$ cat src/design/csq_pkg.sv
package csq_pkg;

  // Payload widths fixed by the channel format
  localparam int OPCODE_W  = 1;
  localparam int TID_W     = 8;
  localparam int OUTCOME_W = 3;
  localparam int COUNT_W   = 17;
  localparam int CFG_W     = 16;

  // Default sizing
  localparam int DEF_QUEUE_SLOTS = 64;
  localparam int DEF_ID_BITS     = 8;

  // Request codes
  localparam logic [OPCODE_W-1:0] OP_WAIT   = 1'b0;
  localparam logic [OPCODE_W-1:0] OP_SIGNAL = 1'b1;

  // Result codes
  localparam logic [OUTCOME_W-1:0] OUT_GRANTED   = 3'd0;
  localparam logic [OUTCOME_W-1:0] OUT_BLOCKED   = 3'd1;
  localparam logic [OUTCOME_W-1:0] OUT_NO_WAITER = 3'd2;
  localparam logic [OUTCOME_W-1:0] OUT_RESUME    = 3'd3;
  localparam logic [OUTCOME_W-1:0] OUT_FULL      = 3'd4;

  // Count ceiling
  localparam logic signed [COUNT_W-1:0] COUNT_MAX = 17'sd65535;

  // Control sequencer
  typedef enum logic {
    ST_IDLE,
    ST_FETCH
  } state_t;

endpackage

$ cat src/design/csq_req_if.sv
interface csq_req_if;
  logic                               valid;
  logic                               ready;
  logic [csq_pkg::OPCODE_W-1:0]       opcode;
  logic [csq_pkg::TID_W-1:0]          thread_id;

  modport source (output valid, output opcode, output thread_id, input ready);
  modport sink   (input valid, input opcode, input thread_id, output ready);
endinterface

$ cat src/design/csq_rsp_if.sv
interface csq_rsp_if;
  logic                               valid;
  logic                               ready;
  logic [csq_pkg::OUTCOME_W-1:0]      outcome;
  logic [csq_pkg::TID_W-1:0]          resume_id;
  logic signed [csq_pkg::COUNT_W-1:0] count_now;

  modport source (output valid, output outcome, output resume_id, output count_now,
                  input ready);
  modport sink   (input valid, input outcome, input resume_id, input count_now,
                  output ready);
endinterface

$ cat src/design/counting_semaphore_wait_queue.sv
// Counting semaphore with a FIFO of blocked thread IDs.
// in_chan carries requests (opcode: wait or signal, thread_id); out_chan
// returns exactly one word per request: outcome, resume_id, count_now.
// cfg_we/cfg_data load the count and empty the wait queue; write it only
// while no request is outstanding.
// Results: each result is held in the output register; when a signal wakes
// a waiter, the queued ID is first read through the waiter store's registered
// read port and is then loaded into the output register.
// Throughput: one request per cycle while out_chan is not stalled; a
// waking signal holds in_chan.ready low while the store read completes.
// Reset clears the count to zero, empties the queue and drops any pending
// result; the store contents are not cleared.
// A stalled receiver holds the result in the output register; a new
// request is still taken in the cycle the held word is taken.
module counting_semaphore_wait_queue #(
  parameter int QUEUE_SLOTS = csq_pkg::DEF_QUEUE_SLOTS,
  parameter int ID_BITS     = csq_pkg::DEF_ID_BITS
) (
  input  logic                        clk,
  input  logic                        rst_n,
  input  logic                        cfg_we,
  input  logic [csq_pkg::CFG_W-1:0]   cfg_data,
  csq_req_if.sink                     in_chan,
  csq_rsp_if.source                   out_chan
);

  localparam int PTR_W       = $clog2(QUEUE_SLOTS);
  localparam int CntFloorInt = -QUEUE_SLOTS;
  localparam logic signed [csq_pkg::COUNT_W-1:0] CNT_FLOOR =
    csq_pkg::COUNT_W'(CntFloorInt);
  localparam logic signed [csq_pkg::COUNT_W-1:0] CNT_ONE = 17'sd1;
  localparam logic [PTR_W-1:0] PTR_LAST = PTR_W'(QUEUE_SLOTS - 1);

  csq_pkg::state_t state_r, state_nxt;

  logic signed [csq_pkg::COUNT_W-1:0] cnt_r, cnt_nxt;
  logic [PTR_W-1:0]                   wr_ptr_r, wr_ptr_nxt;
  logic [PTR_W-1:0]                   rd_ptr_r, rd_ptr_nxt;

  logic                               out_valid_r, out_valid_nxt;
  logic [csq_pkg::OUTCOME_W-1:0]      out_outcome_r, out_outcome_nxt;
  logic [csq_pkg::TID_W-1:0]          out_resume_r, out_resume_nxt;
  logic signed [csq_pkg::COUNT_W-1:0] out_count_r, out_count_nxt;

  logic                               in_ready;
  logic                               accept;
  logic                               is_wait;
  logic                               queue_full;
  logic                               push;
  logic                               pop;
  logic [csq_pkg::OUTCOME_W-1:0]      req_outcome;
  logic signed [csq_pkg::COUNT_W-1:0] req_count;
  logic [ID_BITS-1:0]                 store_rd_data;

  assign accept     = in_chan.valid && in_ready;
  assign is_wait    = (in_chan.opcode == csq_pkg::OP_WAIT);
  assign queue_full = (cnt_r <= CNT_FLOOR);

  // Decide the request's outcome and new count
  always_comb begin
    req_outcome = csq_pkg::OUT_NO_WAITER;
    req_count   = cnt_r;
    push        = 1'b0;
    pop         = 1'b0;
    if (is_wait) begin
      if (cnt_r > 0) begin
        req_outcome = csq_pkg::OUT_GRANTED;
        req_count   = cnt_r - CNT_ONE;
      end else if (queue_full) begin
        req_outcome = csq_pkg::OUT_FULL;
      end else begin
        req_outcome = csq_pkg::OUT_BLOCKED;
        req_count   = cnt_r - CNT_ONE;
        push        = 1'b1;
      end
    end else begin
      if (cnt_r < 0) begin
        req_outcome = csq_pkg::OUT_RESUME;
        req_count   = cnt_r + CNT_ONE;
        pop         = 1'b1;
      end else if (cnt_r < csq_pkg::COUNT_MAX) begin
        req_count   = cnt_r + CNT_ONE;
      end
    end
  end

  // Next state
  always_comb begin
    state_nxt = state_r;
    unique case (state_r)
      csq_pkg::ST_IDLE: begin
        if (accept && pop) begin
          state_nxt = csq_pkg::ST_FETCH;
        end
      end
      csq_pkg::ST_FETCH: state_nxt = csq_pkg::ST_IDLE;
      default:           state_nxt = csq_pkg::ST_IDLE;
    endcase
  end

  // Sequencer outputs
  always_comb begin
    in_ready = 1'b0;
    unique case (state_r)
      csq_pkg::ST_IDLE:  in_ready = !out_valid_r || out_chan.ready;
      csq_pkg::ST_FETCH: in_ready = 1'b0;
      default:           in_ready = 1'b0;
    endcase
  end

  // Count and ring pointers
  always_comb begin
    cnt_nxt    = cnt_r;
    wr_ptr_nxt = wr_ptr_r;
    rd_ptr_nxt = rd_ptr_r;
    if (cfg_we) begin
      cnt_nxt    = $signed({1'b0, cfg_data});
      wr_ptr_nxt = '0;
      rd_ptr_nxt = '0;
    end else if (accept) begin
      cnt_nxt = req_count;
      if (push) begin
        wr_ptr_nxt = (wr_ptr_r == PTR_LAST) ? '0 : wr_ptr_r + 1'b1;
      end
      if (pop) begin
        rd_ptr_nxt = (rd_ptr_r == PTR_LAST) ? '0 : rd_ptr_r + 1'b1;
      end
    end
  end

  // Output register: load a finished word, drop it once taken
  always_comb begin
    out_valid_nxt   = out_valid_r;
    out_outcome_nxt = out_outcome_r;
    out_resume_nxt  = out_resume_r;
    out_count_nxt   = out_count_r;
    if (out_valid_r && out_chan.ready) begin
      out_valid_nxt = 1'b0;
    end
    if (state_r == csq_pkg::ST_FETCH) begin
      out_valid_nxt   = 1'b1;
      out_outcome_nxt = csq_pkg::OUT_RESUME;
      out_resume_nxt  = csq_pkg::TID_W'(store_rd_data);
      out_count_nxt   = cnt_r;
    end else if (accept && !pop) begin
      out_valid_nxt   = 1'b1;
      out_outcome_nxt = req_outcome;
      out_resume_nxt  = '0;
      out_count_nxt   = req_count;
    end
  end

  always_ff @(posedge clk) begin
    if (!rst_n) begin
      state_r     <= csq_pkg::ST_IDLE;
      cnt_r       <= '0;
      wr_ptr_r    <= '0;
      rd_ptr_r    <= '0;
      out_valid_r <= 1'b0;
    end else begin
      state_r     <= state_nxt;
      cnt_r       <= cnt_nxt;
      wr_ptr_r    <= wr_ptr_nxt;
      rd_ptr_r    <= rd_ptr_nxt;
      out_valid_r <= out_valid_nxt;
    end
  end

  always_ff @(posedge clk) begin
    out_outcome_r <= out_outcome_nxt;
    out_resume_r  <= out_resume_nxt;
    out_count_r   <= out_count_nxt;
  end

  // Waiter ring
  csq_store #(
    .SLOTS  (QUEUE_SLOTS),
    .DATA_W (ID_BITS)
  ) u_store (
    .clk     (clk),
    .wr_en   (accept && push),
    .wr_addr (wr_ptr_r),
    .wr_data (ID_BITS'(in_chan.thread_id)),
    .rd_en   (accept && pop),
    .rd_addr (rd_ptr_r),
    .rd_data (store_rd_data)
  );

  assign in_chan.ready      = in_ready;
  assign out_chan.valid     = out_valid_r;
  assign out_chan.outcome   = out_outcome_r;
  assign out_chan.resume_id = out_resume_r;
  assign out_chan.count_now = out_count_r;

  // The fetch state is always followed by idle
  a_fetch_one_cycle: assert property (@(posedge clk) disable iff (!rst_n)
    state_r == csq_pkg::ST_FETCH |=> state_r == csq_pkg::ST_IDLE)
    else $error("fetch state held longer than one cycle");

  // Output register is free when the woken ID arrives
  a_fetch_slot_free: assert property (@(posedge clk) disable iff (!rst_n)
    state_r == csq_pkg::ST_FETCH |-> !out_valid_r)
    else $error("result register busy during fetch");

  // Count never drops below minus the queue depth
  a_count_floor: assert property (@(posedge clk) disable iff (!rst_n)
    cnt_r >= CNT_FLOOR)
    else $error("count below queue floor");

  // A waking signal prepares its resume word for the output register in the cycle after it is accepted
  a_resume_follows: assert property (@(posedge clk) disable iff (!rst_n)
    accept && pop |=> out_valid_nxt && out_outcome_nxt == csq_pkg::OUT_RESUME)
    else $error("resume word not produced after fetch");

endmodule

$ cat src/design/csq_store.sv
module csq_store #(
  parameter int SLOTS  = csq_pkg::DEF_QUEUE_SLOTS,
  parameter int DATA_W = csq_pkg::DEF_ID_BITS
) (
  input  logic                     clk,
  input  logic                     wr_en,
  input  logic [$clog2(SLOTS)-1:0] wr_addr,
  input  logic [DATA_W-1:0]        wr_data,
  input  logic                     rd_en,
  input  logic [$clog2(SLOTS)-1:0] rd_addr,
  output logic [DATA_W-1:0]        rd_data
);

  logic [DATA_W-1:0] mem [SLOTS];
  logic [DATA_W-1:0] rd_data_r;

  // Write port
  always_ff @(posedge clk) begin
    if (wr_en) begin
      mem[wr_addr] <= wr_data;
    end
  end

  // Registered read port, holds between reads
  always_ff @(posedge clk) begin
    if (rd_en) begin
      rd_data_r <= mem[rd_addr];
    end
  end

  assign rd_data = rd_data_r;

endmodule
$ cat src/flat_wrapper.sv
// flat-port wrapper written by rule: the top's interface ports become plain ports
module counting_semaphore_wait_queue_flat 
#(
  parameter int QUEUE_SLOTS = csq_pkg::DEF_QUEUE_SLOTS,
  parameter int ID_BITS     = csq_pkg::DEF_ID_BITS
)
  (clk, rst_n, cfg_we, cfg_data, in_chan_valid, in_chan_opcode, in_chan_thread_id, in_chan_ready, out_chan_valid, out_chan_outcome, out_chan_resume_id, out_chan_count_now, out_chan_ready);
  csq_req_if in_chan_i ();
  csq_rsp_if out_chan_i ();
  input  logic clk;
  input  logic rst_n;
  input  logic cfg_we;
  input  logic [csq_pkg::CFG_W-1:0] cfg_data;
  input wire logic [$bits(in_chan_i.valid)-1:0] in_chan_valid;
  input wire logic [$bits(in_chan_i.opcode)-1:0] in_chan_opcode;
  input wire logic [$bits(in_chan_i.thread_id)-1:0] in_chan_thread_id;
  output wire logic [$bits(in_chan_i.ready)-1:0] in_chan_ready;
  output wire logic [$bits(out_chan_i.valid)-1:0] out_chan_valid;
  output wire logic [$bits(out_chan_i.outcome)-1:0] out_chan_outcome;
  output wire logic [$bits(out_chan_i.resume_id)-1:0] out_chan_resume_id;
  output wire logic [$bits(out_chan_i.count_now)-1:0] out_chan_count_now;
  input wire logic [$bits(out_chan_i.ready)-1:0] out_chan_ready;
  assign in_chan_i.valid = in_chan_valid;
  assign in_chan_i.opcode = in_chan_opcode;
  assign in_chan_i.thread_id = in_chan_thread_id;
  assign in_chan_ready = in_chan_i.ready;
  assign out_chan_valid = out_chan_i.valid;
  assign out_chan_outcome = out_chan_i.outcome;
  assign out_chan_resume_id = out_chan_i.resume_id;
  assign out_chan_count_now = out_chan_i.count_now;
  assign out_chan_i.ready = out_chan_ready;
  counting_semaphore_wait_queue #(.QUEUE_SLOTS(QUEUE_SLOTS), .ID_BITS(ID_BITS)) u_core (.clk(clk), .rst_n(rst_n), .cfg_we(cfg_we), .cfg_data(cfg_data), .in_chan(in_chan_i), .out_chan(out_chan_i));
endmodule
$ cat config.mk
export PLATFORM = sky130hd
export DESIGN_NAME = counting_semaphore_wait_queue_flat
export DESIGN_NICKNAME = d
export VERILOG_FILES = /design/src/design/csq_pkg.sv /design/src/design/csq_req_if.sv /design/src/design/csq_rsp_if.sv /design/src/design/counting_semaphore_wait_queue.sv /design/src/design/csq_store.sv /design/src/flat_wrapper.sv
export SDC_FILE = /design/constraint.sdc
export NUM_CORES = 1
export LEC_CHECK = 0
export BUFFER_PORTS_ARGS = -buffer_cell sky130_fd_sc_hd__buf_2
export CORE_MARGIN = 3
export CORE_UTILIZATION = 55
export CTS_BUF_LIST = sky130_fd_sc_hd__clkbuf_8 sky130_fd_sc_hd__clkbuf_16
export CTS_CLUSTER_DIAMETER = 100
export DETAILED_ROUTE_END_ITERATION = 10
export HOLD_SLACK_MARGIN = 0.06
export MAX_ROUTING_LAYER = met4
export PLACE_DENSITY = 0.72
export SKIP_LAST_GASP = 1
export SLEW_MARGIN = 20
export SYNTH_ARGS = -nofsm -noshare
export SYNTH_HDL_FRONTEND = slang
export SYNTH_SLANG_ARGS = --single-unit
$ cat constraint.sdc
create_clock -name clk -period 3.4 [get_ports clk]
set_input_delay 0 -clock clk [delete_from_list [all_inputs] [get_ports clk]]
set_output_delay 0 -clock clk [all_outputs]
set_load 0.005 [all_outputs]
# --- Yosys cells after proc, flatten, opt, wreduce, memory -nomap -nowiden ---
# Memory sizes are Yosys's and may differ from the RTL's. A register that Yosys moved wholly into a read port is not among the register bits.
# Cells that the tools add are included.
op_classes:
  n_eq_ne: 2
  addsub: 4
  bitwise: 2
  n_mux: 30
  reduce_logical: 14
  n_lt_le_gt_ge: 4
op_table:
  columns: ["cell", "n"]
  rows:
  - ["$mux W17", 7]
  - ["$mux W16", 2]
  - ["$add A17 B2 Y17 const B", 1]
  - ["$gt A17 B1 Y1 const B", 1]
  - ["$le A17 B7 Y1 const B", 1]
  - ["$lt A17 B1 Y1 const B", 1]
  - ["$lt A17 B17 Y1 const B", 1]
  - ["$sub A17 B2 Y17 const B", 1]
  - ["$mux W8", 2]
  - ["$add A6 B1 Y6 const B", 2]
  - ["$eq A6 B6 Y1 const B", 2]
  - ["$mux W1", 12]
  - ["$mux W6", 2]
  - ["$mux W3", 3]
  - ["$logic_and A1 B1 Y1", 5]
  - ["$pmux W1 S2", 2]
  - ["$reduce_and A2 Y1", 2]
  - ["$reduce_bool A2 Y1", 2]
  - ["$reduce_bool A3 Y1", 1]
  - ["$logic_not A1 Y1", 2]
  - ["$not A1 Y1", 2]
  - ["$reduce_or A2 Y1", 1]
  - ["$logic_or A1 B1 Y1", 1]
totals:
  ram_bits: 512
  n_memories: 1
  elab_cells: 66
  input_bits: 30
  register_bits: 59
  out_inout_bits: 30
memory_table:
  columns: ["memory", "words", "width", "read_ports", "rd_clocked_by_memory_dff", "wr", "line_no", "source"]
  rows:
  - ["u_core.u_store.mem", 64, 8, 1, 1, 1, "csq_store.sv:14", "logic [DATA_W-1:0] mem [SLOTS];"]

# --- Longest topological paths before layout ---
logic_depth:
  ltp_word: 7
  mapped_depth: 10
  mapped_depth_nobuf: 7

# --- Hierarchy ---
# Synthesis repeated with hierarchy kept, for this count alone.
hier_totals:
  hier_cells: 1372
  area_unflattened_um2: 23996.8
by_module_without_submodules:
  columns: ["mod", "instances", "area_per_inst_um2", "cells_per_inst", "seq_area_each_um2"]
  rows:
  - ["csq_store", 1, 20246.9, 940, 15615.0]
  - ["counting_semaphore_wait_queue", 1, 3749.8, 432, 1431.4]

# --- Worst setup path after synthesis ---
# Ideal clock, no wire load.
synth_path:
  path_type: "register to register"
  startpoint: "register u_core.cnt_r[0] (netlist bit)"
  endpoint: "memory u_core.u_store.mem[28][0] (netlist bit), enable pin"
  setup_time_ns: 0.371
  period_less_slack_ns: 2.896
  arrival_time_ns: 2.525
  stages_incl_launch_ff: 11
  path_slack_ns: 0.504
  n_path_buf: 3
  required_time_ns: 3.029
  cell_sequence: "dfxtp_1 > clkbuf_1 > inv_1 > ha_1 > and4bb_2 > a21oi_2 > and3_1 > buf_4 > buf_4 > nand4_4 > nor2_1"
synth_via:
  elab_chain_cells: 7
  elab_cells_between_ends: 8
  cone_classes: "order compare: 2; mux: 5; reduce/logical: 1"
synth_lines:
  columns: ["item", "line_no", "source"]
  rows:
  - ["start, declared", "counting_semaphore_wait_queue.sv:36", "logic signed [csq_pkg::COUNT_W-1:0] cnt_r, cnt_nxt;"]
  - ["start signal, assigned", "counting_semaphore_wait_queue.sv:162", "cnt_r <= cnt_nxt;"]
  - ["$le A17 B7 Y1", "counting_semaphore_wait_queue.sv:57", "assign queue_full = (cnt_r <= CNT_FLOOR);"]
  - ["$mux W1", "counting_semaphore_wait_queue.sv:69", "end else if (queue_full) begin"]
  - ["$mux W1 (*)", "counting_semaphore_wait_queue.sv:66", "if (cnt_r > 0) begin"]
  - ["$mux W1 (*)", "counting_semaphore_wait_queue.sv:65", "if (is_wait) begin"]
  - ["$logic_and A1 B1 Y1 (*)", "counting_semaphore_wait_queue.sv:181", ".wr_en (accept && push),"]
  - ["$mux W1 (*)", "csq_store.sv:19", "if (wr_en) begin"]
  - ["$mux W1 (not written as such) (*)", "csq_store.sv:20", "mem[wr_addr] <= wr_data;"]
  - ["end, declared", "csq_store.sv:14", null]
# Mark *: on every way between the ends. The rest lies on a longest branch, timed or not.

# --- Worst setup path in the final report ---
layout_path:
  startpoint: "register u_core.cnt_r[2] (netlist bit)"
  endpoint: "register u_core.cnt_r[15] (netlist bit)"
layout_via:
  elab_chain_cells: 6
  elab_cells_between_ends: 13
  cone_classes: "add/sub: 2; order compare: 4; mux: 7"
layout_lines:
  columns: ["item", "line_no", "source"]
  rows:
  - ["$sub A17 B2 Y17, or another cell as far along", "counting_semaphore_wait_queue.sv:68, counting_semaphore_wait_queue.sv:73", null]
  - ["$mux W17 (on tied branches)", "counting_semaphore_wait_queue.sv:69, counting_semaphore_wait_queue.sv:81", null]
  - ["$mux W17 (on tied branches)", "counting_semaphore_wait_queue.sv:66, counting_semaphore_wait_queue.sv:77", null]
  - ["$mux W17 (*)", "counting_semaphore_wait_queue.sv:65", null]
  - ["$mux W16 (*)", "counting_semaphore_wait_queue.sv:120", "end else if (accept) begin"]
  - ["$mux W16 (*)", "counting_semaphore_wait_queue.sv:116", "if (cfg_we) begin"]
# Mark *: on every way between the ends. The rest lies on a longest branch, timed or not. The select of a mux whose other input is x is not followed.
# A chain may end at the register's enable or synchronous reset.

==> out/metrics.yaml <==
drc_errors: 0
synth_edf_count: 545
max_cap_viol_count: 0
gp_congestion: 0.9083
yosysSeqAreaShare_pct: 72.33
syn2layout_area_growth_pct: 16.37
grt_pass1_vias: 13200
final_cell_mix: "545 x edfxtp_1, 128 x mux4_2, 106 x buf_4"
dr.pass1.iters: 8
die_h_um: 213.0
tns_ns: 0
cts_num_sinks: 579
combPwrFrac_pct: 3.5
antenna_found_initial: 0
ir_drop_v: 0.0003650
cp.required_ns: 3.89
dominantRegCellSynth: "edfxtp_1"
syn_avg_cell_area_um2: 18.05
final_common_cell: "edfxtp_1"
start_util_pct: 55.94
fin_skew_ns: 0.02509
intPower_mw: 11.50
yosys.area_share.adder_pct: 0.2123
endpoint_kind: "flip-flop"
antenna_cells: 0
ctsResizeCount: 0
post-route-period-util_pct: 93.86
syn_nets: 1340
synth_compound_area_share_pct: 5.569
p_per_area_nw_per_um2: 529.1
ys_types: 75
preCtsSetupSlack_ns: 0.4228
leakagePower_nw: 8.920
slowest_delay_ns: 0.57
nets: 1533
finalSetupViolations: 0
path_cells: "nor4_4 > nand4_1 > o311a_1 > a31oi_1 > dlygate4sd3_1 > nand3_1 > dlygate4sd3_1"
relSlewSlack_pct: 30.85
cp.arrival_ns: 3.68
grt_usage_pct: 25.09
crit_fanout: 12
hp-class: "input port to flip-flop"
synthSimpleGateAreaFrac_pct: 6.880
rsz0062_at_grt: "false"
critPathLaunchType: "flip-flop"
multi_input_area_um2: 6102
hold_viol: 0
postRouteAntennaNets: 0
clock_latency_ns: 0.61
p_seq_share_pct: 54.3
slew_violations: 0
crit_slowest_cell: "dlygate4sd3_1"
die_width_um: 213.0
floorplan.rows: 75
clock.fmax_mhz: 313.4
synth-async-reset-ratio_pct: 0
crit_top_cell: "dlygate4sd3_1"
switching_share_pct: 20.77
crit_family: "buffers and inverters"
post-dp-hpwl_mm: 33.67
synth-seq-cells: 579
cts_tree: "yes"
setup_slack_ns: 0.2089
io_pins: 60
syn_area_um2: 23570
yosysWarnings: 0
synth_top_family_by_area: "multiplexers"
finalCriticalPeriod_ns: 3.191
vias: 13240
cts_buffers: 56
clkPwrFrac_pct: 42.1
overflow: 0
tightest_slew_ns: 1.036
final_util_pct: 65.10
core_um2: 42130
run_status: "finished clean"
wl_per_cell_um: 25.80
p_sw_mw: 3.014
cts_root_buffer: "clkbuf_16"
grt_max_degree: 65
synthMuxAreaShare_pct: 12.49
grt_pass1_wl_mm: 82.12
port_buffers: 59
cts_buffer_depth: 3
routed_wl_mm: 53.74
drt_iter0_drc: 1552
crit_buf_inv: 2
synthXorXnorAreaFrac_pct: 0.7061
viasPerCell: 6.354
drive_above_1_share_pct: 26.88
h-tree-depth: 2
clk_pin_slew_worst_paths_ns: 0.06
register_area_um2: 17050
synthCells: 1306
die_area_um2: 45370
fill_cells: 2755
worstSetupPathType: "flip-flop to flip-flop"
[worst reg2reg max path: cells and delay by family, from the launching register on]
| family | cells | cell delay [ns] |
|---|---|---|
| buf+inv | 2 | 1.13 |
| flops | 1 | 0.45 |
| simple gates | 3 | 0.98 |
| compound gates | 2 | 0.53 |
[power groups by stage]
| stage | clock network [mW] | registers, mW | logic, mW |
|---|---|---|---|
| global route | 6.51 | 7.88 | 0.561 |
| floorplan | 0 | 8.02 | 0.230 |
| global placement | 0 | 8.03 | 0.444 |
| detailed placement | 0 | 8.03 | 0.456 |
| CTS | 6.19 | 7.88 | 0.507 |
| finish | 6.12 | 7.88 | 0.514 |
[cell usage after synthesis, drive strengths merged, types with 2 or more instances]
cell type,instances,share of area [%]
edfxtp,545,69
mux4,128,12
nor2,100,1.6
a22oi,61,1.9
a21oi,49,1.1
buf,47,1.1
clkbuf,40,0.64
nand3,35,0.74
dfxtp,34,2.9
o21ai,25,0.58
nand4,23,0.83
nand2,22,0.35
nor3,18,0.40
and2,13,0.35
xor2,13,0.48
and3,12,0.32
or4,12,0.40
a31oi,10,0.27
nor2b,9,0.24
nand2b,8,0.21
inv,7,0.11
nand4b,7,0.51
or3,6,0.16
xnor2,6,0.22
mux2i,5,0.21
a21o,4,0.13
a32oi,4,0.15
and4,4,0.15
ha,4,0.21
nand3b,4,0.13
o31ai,4,0.19
a211oi,3,0.096
nor4,3,0.14
o2111ai,3,0.11
o21a,3,0.096
o311a,3,0.13
or2,3,0.080
a2111oi,2,0.10
a211o,2,0.074
a41oi,2,0.074
and4b,2,0.085
nor3b,2,0.064
nor4b,2,0.074
o32a,2,0.085
[registers in the layout (all words and copies together) (netlist names)]
signal	flops
u_core.out_chan.count_now	17
u_core.out_chan.resume_id	8
u_core.out_chan.outcome	3
u_core.wr_ptr_r	6
u_core.cnt_r	17
u_core.state_r	1
u_core.out_chan.valid	1
u_core.u_store.mem	512
u_core.u_store.rd_data	8
u_core.rd_ptr_r	6
[routing by layer]
metal | share of wire [%] | vias up | GRT usage (%)
li1 | - | 5754 | -
met1 | 40 | 6677 | 35.07
met2 | 47 | 695 | 37.07
met3 | 9.7 | 110 | 6.259
met4 | 3.1 | 0 | 7.846
met5 | 0 | - | -
[area by class of cell]
class                      instances  share of cell area (%)
tap                              539                   2.459
clock inverter                    44                   1.428
inverter                           7                 0.09580
timing repair buffer             222                   6.332
multi-input combinational        633                   22.25
clock buffer                      59                   5.260
sequential                       579                   62.18
[metrics by stage]
step / instances / hold slack (ns) / cell area, um2 / power, mW
6_report: 2083 / 0.04533 / 27430 / 14.51
5_1_grt: 2083 / 0.06708 / 27430 / 14.96
4_1_cts: 2083 / 0.06414 / 27430 / 14.58
3_5_place_dp: 1929 / 0.2702 / 25080 / 8.490
3_3_place_gp: 1929 / 0.2779 / 25080 / 8.477
2_1_floorplan: 1306 / 0.09887 / 23570 / 8.250
[logic make-up after synthesis]
logic type                 count (synthesis)
buffers and inverters                     94
AOI/OAI and AO/OA                        190
adders and majority gates                  4
and+or+nand+nor                          286
DFF                                      579
xor gates and xnor gates                  19
muxes                                    134
[worst paths after layout]
kind | start | to | slack [ns] | depth (start not counted)
max | u_core.cnt_r[2]$_SDFFE_PN0P_ | u_core.cnt_r[15]$_SDFFE_PN0P_ | 0.21 | 7
min | in_chan_thread_id[4] | u_core.u_store.mem[2][4]$_DFFE_PP_ | 0.05 | 1
max reg2reg | u_core.cnt_r[2]$_SDFFE_PN0P_ | u_core.cnt_r[15]$_SDFFE_PN0P_ | 0.21 | 7
min reg2reg | u_core.out_chan.outcome[0]$_SDFFE_PP1P_ | u_core.out_chan.outcome[0]$_SDFFE_PP1P_ | 0.50 | 2
[what timing repair did]
item,4_1_cts,5_1_grt
setup buffers,0,0
hold endpoints to repair,187,0
setup endpoints to repair,0,1
hold buffers,51,0
Note: power is estimated with default switching activity, not from simulation.
